`src/design/satd_pkg.sv`:
```
`timescale 1ns / 1ps

package satd_pkg;

  typedef enum logic [2:0] {
    KIND_UINT    = 3'd0,
    KIND_SINT    = 3'd1,
    KIND_PAYLOAD = 3'd2,
    KIND_EMPTY   = 3'd3,
    KIND_TOKEN   = 3'd4,
    KIND_ERROR   = 3'd5
  } kind_e;

  typedef enum logic [1:0] {
    ERR_NONE    = 2'd0,
    ERR_INT_LEN = 2'd1,
    ERR_SGN_BIN = 2'd2,
    ERR_TRUNC   = 2'd3
  } err_e;

  typedef enum logic [1:0] {
    PH_IDLE  = 2'd0,
    PH_HEAD  = 2'd1,
    PH_FIRST = 2'd2,
    PH_DATA  = 2'd3
  } phase_e;

  localparam int unsigned LenW    = 24;
  localparam int unsigned ValW    = 64;
  localparam int unsigned MaxIntB = 8;

  typedef struct packed {
    phase_e            phase;
    logic [1:0]        hdr_left;
    logic [LenW-1:0]   pay_left;
    logic              bin;
    logic              sgn;
    logic              skip;
    logic [ValW-1:0]   acc;
  } state_t;

  localparam state_t IdleSt = '{
    phase:    PH_IDLE,
    hdr_left: 2'd0,
    pay_left: '0,
    bin:      1'b0,
    sgn:      1'b0,
    skip:     1'b0,
    acc:      '0
  };

  typedef struct packed {
    kind_e           kind;
    logic [ValW-1:0] value;
    logic            payload_last;
    err_e            error_code;
    logic            run_last;
  } result_t;

  typedef struct packed {
    logic    v0;
    logic    v1;
    result_t r0;
    result_t r1;
  } push_t;

endpackage

```
`src/design/satd_core.sv`:
```
`timescale 1ns / 1ps

module satd_core (
  input  logic              clk_i,
  input  logic              rst_ni,
  input  logic              step_i,
  input  logic [7:0]        byte_i,
  input  logic              fend_i,
  output satd_pkg::push_t   push_o
);

  satd_pkg::state_t  st_q, st_d;
  logic              m_v;
  satd_pkg::result_t m_r;
  satd_pkg::result_t t_r;
  logic              t_v;
  logic              hd;
  logic [satd_pkg::LenW-1:0] hd_len;
  logic [1:0]        hdr_dec;
  logic [satd_pkg::LenW-1:0] pay_dec;
  logic [satd_pkg::ValW-1:0] base;
  logic [satd_pkg::ValW-1:0] nacc;

  always_comb begin
    st_d    = st_q;
    m_v     = 1'b0;
    m_r     = '{kind: satd_pkg::KIND_UINT, value: '0, payload_last: 1'b0,
                error_code: satd_pkg::ERR_NONE, run_last: 1'b0};
    t_v     = 1'b0;
    hd      = 1'b0;
    hd_len  = '0;
    hdr_dec = st_q.hdr_left - {1'b0, (st_q.hdr_left != 2'd0)};
    pay_dec = st_q.pay_left - {{(satd_pkg::LenW-1){1'b0}}, (st_q.pay_left != '0)};
    base    = '0;
    nacc    = '0;

    unique case (st_q.phase)
      satd_pkg::PH_IDLE: begin
        priority if (!byte_i[7]) begin
          m_v = 1'b1;
          if (byte_i[6]) begin
            m_r.kind  = satd_pkg::KIND_SINT;
            m_r.value = {{(satd_pkg::ValW-6){byte_i[5]}}, byte_i[5:0]};
          end else begin
            m_r.kind  = satd_pkg::KIND_UINT;
            m_r.value = {{(satd_pkg::ValW-6){1'b0}}, byte_i[5:0]};
          end
        end else if (byte_i[7:6] == 2'b10) begin
          st_d.bin = byte_i[5];
          st_d.sgn = byte_i[4];
          hd       = 1'b1;
          hd_len   = {{(satd_pkg::LenW-4){1'b0}}, byte_i[3:0]};
        end else if (byte_i[7:5] == 3'b110) begin
          st_d.bin      = byte_i[4];
          st_d.sgn      = byte_i[3];
          st_d.acc      = {{(satd_pkg::ValW-3){1'b0}}, byte_i[2:0]};
          st_d.hdr_left = 2'd1;
          st_d.phase    = satd_pkg::PH_HEAD;
        end else if (byte_i[7:2] == 6'b111000) begin
          st_d.bin      = byte_i[1];
          st_d.sgn      = byte_i[0];
          st_d.acc      = '0;
          st_d.hdr_left = 2'd3;
          st_d.phase    = satd_pkg::PH_HEAD;
        end else begin
          m_v       = 1'b1;
          m_r.kind  = satd_pkg::KIND_TOKEN;
          m_r.value = {{(satd_pkg::ValW-8){1'b0}}, byte_i};
        end
      end
      satd_pkg::PH_HEAD: begin
        st_d.acc      = {{(satd_pkg::ValW-satd_pkg::LenW){1'b0}}, st_q.acc[15:0], byte_i};
        st_d.hdr_left = hdr_dec;
        if (hdr_dec == 2'd0) begin
          hd     = 1'b1;
          hd_len = {st_q.acc[15:0], byte_i};
        end
      end
      satd_pkg::PH_FIRST, satd_pkg::PH_DATA: begin
        st_d.pay_left = pay_dec;
        if (st_q.phase == satd_pkg::PH_FIRST) begin
          base = (st_q.sgn && byte_i[7]) ? '1 : '0;
        end else begin
          base = st_q.acc;
        end
        nacc = {base[satd_pkg::ValW-9:0], byte_i};
        if (st_q.skip) begin
          m_v = 1'b0;
        end else if (st_q.bin) begin
          m_v              = 1'b1;
          m_r.kind         = satd_pkg::KIND_PAYLOAD;
          m_r.value        = {{(satd_pkg::ValW-8){1'b0}}, byte_i};
          m_r.payload_last = (pay_dec == '0);
        end else begin
          st_d.acc = nacc;
          if (pay_dec == '0) begin
            m_v       = 1'b1;
            m_r.kind  = st_q.sgn ? satd_pkg::KIND_SINT : satd_pkg::KIND_UINT;
            m_r.value = nacc;
          end
        end
        st_d.phase = satd_pkg::PH_DATA;
        if (pay_dec == '0) begin
          st_d = satd_pkg::IdleSt;
        end
      end
      default: begin
        st_d = satd_pkg::IdleSt;
      end
    endcase

    // Header completion decides between an empty marker, an error or data.
    if (hd) begin
      st_d.pay_left = hd_len;
      st_d.acc      = '0;
      st_d.hdr_left = 2'd0;
      if (st_d.bin && st_d.sgn) begin
        m_v            = 1'b1;
        m_r.kind       = satd_pkg::KIND_ERROR;
        m_r.error_code = satd_pkg::ERR_SGN_BIN;
        st_d.skip      = 1'b1;
      end else if (st_d.bin) begin
        if (hd_len == '0) begin
          m_v      = 1'b1;
          m_r.kind = satd_pkg::KIND_EMPTY;
        end
      end else if (hd_len == '0 || hd_len > satd_pkg::LenW'(satd_pkg::MaxIntB)) begin
        m_v            = 1'b1;
        m_r.kind       = satd_pkg::KIND_ERROR;
        m_r.error_code = satd_pkg::ERR_INT_LEN;
        st_d.skip      = 1'b1;
      end
      if (hd_len == '0) begin
        st_d = satd_pkg::IdleSt;
      end else begin
        st_d.phase = satd_pkg::PH_FIRST;
      end
    end

    if (fend_i && st_d.phase != satd_pkg::PH_IDLE) begin
      t_v  = 1'b1;
      st_d = satd_pkg::IdleSt;
    end

    t_r = '{kind: satd_pkg::KIND_ERROR, value: '0, payload_last: 1'b0,
            error_code: satd_pkg::ERR_TRUNC, run_last: 1'b1};
    m_r.run_last = !t_v;

    if (m_v) begin
      push_o.v0 = step_i;
      push_o.v1 = step_i && t_v;
      push_o.r0 = m_r;
      push_o.r1 = t_r;
    end else begin
      push_o.v0 = step_i && t_v;
      push_o.v1 = 1'b0;
      push_o.r0 = t_r;
      push_o.r1 = t_r;
    end
  end

  always_ff @(posedge clk_i or negedge rst_ni) begin
    if (!rst_ni) begin
      st_q <= satd_pkg::IdleSt;
    end else if (step_i) begin
      st_q <= st_d;
    end
  end

endmodule

```
`src/design/satd_fifo.sv`:
```
`timescale 1ns / 1ps

module satd_fifo (
  input  logic              clk_i,
  input  logic              rst_ni,
  input  satd_pkg::push_t   push_i,
  output logic              room_o,
  output logic              valid_o,
  input  logic              ready_i,
  output satd_pkg::result_t res_o
);

  localparam int unsigned Depth = 4;
  localparam int unsigned PtrW  = $clog2(Depth);
  localparam int unsigned CntW  = $clog2(Depth + 1);

  satd_pkg::result_t mem_q [Depth];
  logic [PtrW-1:0]   wp_q, wp_d, rp_q, rp_d;
  logic [CntW-1:0]   cnt_q, cnt_d;
  logic              pop;
  logic [PtrW-1:0]   wp1;

  assign valid_o = (cnt_q != '0);
  assign pop     = valid_o && ready_i;
  assign res_o   = mem_q[rp_q];
  assign room_o  = (cnt_q <= CntW'(Depth - 2)) || ((cnt_q == CntW'(Depth - 1)) && pop);
  assign wp1     = wp_q + PtrW'(1);

  always_comb begin
    wp_d  = wp_q + PtrW'(push_i.v0) + PtrW'(push_i.v1);
    rp_d  = rp_q + PtrW'(pop);
    cnt_d = cnt_q + CntW'(push_i.v0) + CntW'(push_i.v1) - CntW'(pop);
  end

  always_ff @(posedge clk_i or negedge rst_ni) begin
    if (!rst_ni) begin
      wp_q  <= '0;
      rp_q  <= '0;
      cnt_q <= '0;
    end else begin
      wp_q  <= wp_d;
      rp_q  <= rp_d;
      cnt_q <= cnt_d;
    end
  end

  always_ff @(posedge clk_i) begin
    if (push_i.v0) begin
      mem_q[wp_q] <= push_i.r0;
    end
    if (push_i.v1) begin
      mem_q[wp1] <= push_i.r1;
    end
  end

endmodule

```
`src/design/storage_atom_stream_decoder.sv`:
```
`timescale 1ns / 1ps
// Channel   Dir  tdata bits                                  tuser      tlast
// s_axis    in   [7:0] data_byte                             -          frame_end
// m_axis    out  [63:0] value, [64] payload_last,            [2:0] kind run_last
//                [66:65] error_code, [71:67] zero
// A byte is taken into the input register and decoded from there once the
// result queue has room; its results, up to two, land in a four-entry result queue.
// One byte per cycle is sustained while bytes give at most one result each and
// m_axis is not stalled; a byte with two results drains one result at a time through the single output port.
// Reset is asynchronous and active low and returns the decoder to idle.
// Output stalls back up through the queue to s_axis_tready_o.

module storage_atom_stream_decoder (
  input  logic        clk_i,
  input  logic        rst_ni,
  input  logic        s_axis_tvalid_i,
  output logic        s_axis_tready_o,
  input  logic [7:0]  s_axis_tdata_i,   // [7:0] data_byte
  input  logic        s_axis_tlast_i,   // frame_end
  output logic        m_axis_tvalid_o,
  input  logic        m_axis_tready_i,
  output logic [71:0] m_axis_tdata_o,   // [63:0] value, [64] payload_last, [66:65] error_code
  output logic [2:0]  m_axis_tuser_o,   // [2:0] kind
  output logic        m_axis_tlast_o    // run_last
);

  logic              in_vld_q;
  logic [7:0]        in_byte_q;
  logic              in_fend_q;
  logic              room;
  logic              step;
  satd_pkg::push_t   push;
  satd_pkg::result_t res;

  assign step            = in_vld_q && room;
  assign s_axis_tready_o = !in_vld_q || step;

  always_ff @(posedge clk_i or negedge rst_ni) begin
    if (!rst_ni) begin
      in_vld_q <= 1'b0;
    end else if (s_axis_tready_o) begin
      in_vld_q <= s_axis_tvalid_i;
    end
  end

  always_ff @(posedge clk_i) begin
    if (s_axis_tready_o && s_axis_tvalid_i) begin
      in_byte_q <= s_axis_tdata_i;
      in_fend_q <= s_axis_tlast_i;
    end
  end

  satd_core u_core (
    .clk_i  (clk_i),
    .rst_ni (rst_ni),
    .step_i (step),
    .byte_i (in_byte_q),
    .fend_i (in_fend_q),
    .push_o (push)
  );

  satd_fifo u_fifo (
    .clk_i   (clk_i),
    .rst_ni  (rst_ni),
    .push_i  (push),
    .room_o  (room),
    .valid_o (m_axis_tvalid_o),
    .ready_i (m_axis_tready_i),
    .res_o   (res)
  );

  assign m_axis_tdata_o = {5'd0, res.error_code, res.payload_last, res.value};
  assign m_axis_tuser_o = res.kind;
  assign m_axis_tlast_o = res.run_last;

endmodule

```
`config.mk`:
```
export PLATFORM = sky130hd
export DESIGN_NAME = storage_atom_stream_decoder
export DESIGN_NICKNAME = d
export VERILOG_FILES = /design/src/design/satd_pkg.sv /design/src/design/satd_core.sv /design/src/design/satd_fifo.sv /design/src/design/storage_atom_stream_decoder.sv
export SDC_FILE = /design/constraint.sdc
export NUM_CORES = 1
export LEC_CHECK = 0
export ABC_AREA = 0
export BUFFER_PORTS_ARGS = -buffer_cell sky130_fd_sc_hd__clkbuf_2
export CAP_MARGIN = 10
export CORE_AREA = 2 2 190 192
export CTS_CLUSTER_SIZE = 20
export DETAILED_ROUTE_END_ITERATION = 7
export DIE_AREA = 0 0 192 194
export PLACE_DENSITY = 0.85
export SLEW_MARGIN = 20
export SYNTH_ARGS = -nofsm -noshare
export SYNTH_HDL_FRONTEND = slang
export SYNTH_SLANG_ARGS = --single-unit
```
`constraint.sdc`:
```
create_clock -name clk_i -period 6.2 [get_ports clk_i]
set_clock_uncertainty 0.2 [all_clocks]
set_input_delay 1.55 -clock clk_i [delete_from_list [all_inputs] [get_ports clk_i]]
set_output_delay 1.55 -clock clk_i [all_outputs]
set_load 0.02 [all_outputs]
```
==> results.yml <==
run_status:
  status: "complete, no violations"
synthesis:
  ys_warn_count: 0
  synth_top_family_by_area: "compound AO/OA/AOI/OAI gates"
  synth-seq-cells: 388
  synth_simple_gate_area_share_pct: 19.0
  synth_cell_types: 80
  syn_area_sq_um: 19100
  synth_edf_count: 9
  synth-main-ff-cell: "dfxtp_1"
  synth.avg_cell_area_sq_um: 8.80
  ys_top_cells_by_area: "dfxtp_1, dfrtp_1, o21ai_0, mux4_2, nand3_1"
  synthArstFlopShare_pct: 24.5
  synthMuxAreaShare_pct: 8.81
  syn_inst: 2167
  synthAdderAreaFrac_pct: 0.643
  yosysTopAreaCell: "dfxtp_1"
  yosysSeqAreaShare_pct: 43.7
  synth_compound_area_share_pct: 21.8
  synth_xor_area_share_pct: 0.643
  synth_top_area_share_pct: 29.8
floorplanning:
  ios: 91
  coreArea_sq_um: 35200
  start_util_pct: 54.2
  dieHeight_microns: 194
  dieArea_sq_um: 37200
  rows: 69
  die_x_microns: 192
job:
  maxCapViolCount: 0
timing:
  finalCritPeriodShare_pct: 94.3
  tightestPinTransition_ps: 1150
  fin_crit_ps: 5850
  rsz0062_at_grt: "false"
  maxSlewHeadroom_pct: 23.3
  max_freq_mhz: 171
  hold_viol: 0
  finalSetupViolations: 0
  final.setup.tns_ps: 0
  slew_viol_final: 0
detailed_routing:
  wl_mm: 58.9
  vias_per_cell: 6.77
  drc: 0
  ant_nets: 0
  drt_iter0_markers: 2188
  routedWlPerCell_microns: 22.6
  via_count: 17600
  detail_route.first_pass.iterations: 6
worst_setup_path:
  path_max_fanout: 141
  worstSetupStartpointType: "flop"
  crit-reg2reg-launch: "u_core.st_q[71]"
  worstSetupStartpoint: "u_core.st_q[71]"
  worstSetupPathType: "reg2reg"
  cp-end-kind: "flop"
  cp.arrival_ps: 6090
  worstPathRequired_ps: 6450
pwr:
  irDropWorstVdd_mv: 0.362
  pwr_density_cell_nw_per_um2: 577
  leakage_uw: 0.00772
placed_design:
  gp_congestion: 0.939
  io_buffers: 85
  dp_hpwl_mm: 35.0
  dpl_cell_area_sq_um: 19700
grt:
  grt_pass1_wl_mm: 92.6
  grt_max_degree: 276
  grt_antenna_before_repair: 1
  grt-ovfl-total: 0
  grtUsageTotal_pct: 31.1
  grt_pass1_vias: 17300
cells_and_area:
  seqCellArea_sq_um: 8340
  synthToLayoutAreaGrowth_pct: 10.4
  multi_input_comb_area_sq_um: 9850
  final_area_sq_um: 21100
  drive_gt1_share_pct: 16.3
  n_fill_cell: 2886
  num-nets-final: 2135
clock_network:
  numCtsBuffers: 41
  cts_root_buf: "clkbuf_16"
  clock-sinks: 388
  h-tree-depth: 2
  cts.path.max_buffers: 3
  cts_hold_buf: 0
  worst_skew_pair.late_latency_ps: 560
  cts_resized: 0
  clk_pin_slew_worst_paths_ps: 60
  cts_tree: "built"
  postCtsSetupRepairBufs: 0
worst_hold_path:
  min_from: "u_fifo.mem_q[1][27]"
  hold_class: "reg2reg"
==> cells by family (layout without fill, tap and decap cells) <==
| group | count (synthesis) | in the layout |
|---|---|---|
| compound gates | 648 | 648 |
| xor+xnor | 14 | 14 |
| fa+ha+maj | 8 | 8 |
| buf+inv | 253 | 227 |
| flops | 388 | 388 |
| mux | 79 | 79 |
| other cells | 1 | 6 |
| simple gates | 776 | 776 |
==> critical path, cell delays in order, from the launching register on <==
cell and delay [ps]:
dfrtp_1 490, or4_1 360, nor2_1 120, nand4_1 110, ha_1 180, ha_1 340
or3b_2 610, o32ai_1 300, a22oi_1 150, or4_1 670, nor4_4 360, mux2_8 230
buf_12 380, buf_16 440, nand2_1 300, a31o_2 310
==> Yosys cell counts (6+ instances only) <==
cell and n:
nor2_1 78, o21ai_0 367, nand2b_1 12, dfxtp_1 284, o31ai_4 19, o211ai_1 10
nand2_1 298, and3_1 7, a211oi_1 6, o31ai_2 39, a21oi_1 115, xor2_1 9
inv_1 28, nor3_1 23, or4_1 11, edfxtp_1 9, nand3_1 275, o22ai_1 10
and2_1 7, buf_1 20, clkbuf_1 175, dfrtp_1 95, mux4_2 71, a31oi_1 6
a22oi_1 12, mux2i_1 7, nor4_1 18, nand4_1 13, buf_2 21, or3_1 8
o31ai_1 18
==> cell type report <==
class	instances	share of cell area, %
well taps	461	2.74
diodes	1	0.0119
inverters	28	0.499
multi-input cells	1530	46.8
clock inverters	8	0.451
repair buffers	125	4.03
clock buffers	66	5.90
flip-flops and latches	388	39.6
==> worst paths after layout <==
kind	slack, ps	cells past startpoint	endpoint
hold / removal	260	2	u_fifo.mem_q[1][27]
setup / recovery	350	15	u_fifo.mem_q[0][9]
min in group asynchronous	890	1	in_vld_q
setup reg to reg	350	15	u_fifo.mem_q[0][9]
hold reg to reg	260	2	u_fifo.mem_q[1][27]
max in group asynchronous	3890	2	u_core.st_q[10]
==> per-layer routing <==
layer | track usage (%) | part of all wire, % | up-vias | wire length (microns)
li1 | - | - | 7718 | -
met1 | 40.5 | 39 | 8528 | 22900
met5 | 0 | 0 | - | 0
met4 | 14.0 | 3.6 | 0 | 2100
met3 | 5.38 | 10 | 186 | 5990
met2 | 50.7 | 47 | 1213 | 28000
==> layout by cell type, fill, tap and decap left out, drive strengths merged, types with 6 or more instances in the layout <==
cell type	n
clkbuf	150
a21oi	115
a31oi	6
nand2	298
nand2b	12
a211oi	6
and2	7
dfxtp	284
clkinv	6
nand4	13
buf	41
nand3	276
dfrtp	95
or4	11
and3	7
mux4	71
or3	8
nor3	23
nor2	79
xor2	9
o211ai	10
nor4	19
edfxtp	9
o21ai	369
mux2i	7
o31ai	76
inv	29
a22oi	12
o22ai	10
==> sequential cells by signal, summed over array words and instances, names as in the netlist <==
name	count
u_fifo.mem_q	284
u_fifo.rp_q	2
in_vld_q	1
u_core.st_q	87
u_fifo.wp_q	2
in_fend_q	1
u_fifo.cnt_q	3
in_byte_q	8
==> through the flow <==
step	hold slack [ps]	cells	util [%]	total power [uW]	setup slack, ps
2_1_floorplan	225	2171	-	7860	211
3_3_place_gp	235	2531	55.9	9340	649
3_5_place_dp	244	2531	55.9	9530	508
4_1_cts	253	2605	59.7	12000	486
5_1_grt	271	2606	59.8	12800	13.6
6_report	256	2607	59.8	12200	351
==> where the power goes <==
| group | internal, uW | switching [uW] | total [uW] |
|---|---|---|---|
| clock network | 1420 | 1030 | 2460 |
| registers | 3450 | 849 | 4300 |
| logic | 1740 | 3660 | 5400 |
| total | 6610 | 5540 | 12200 |
(Power assumes the default switching activity.)
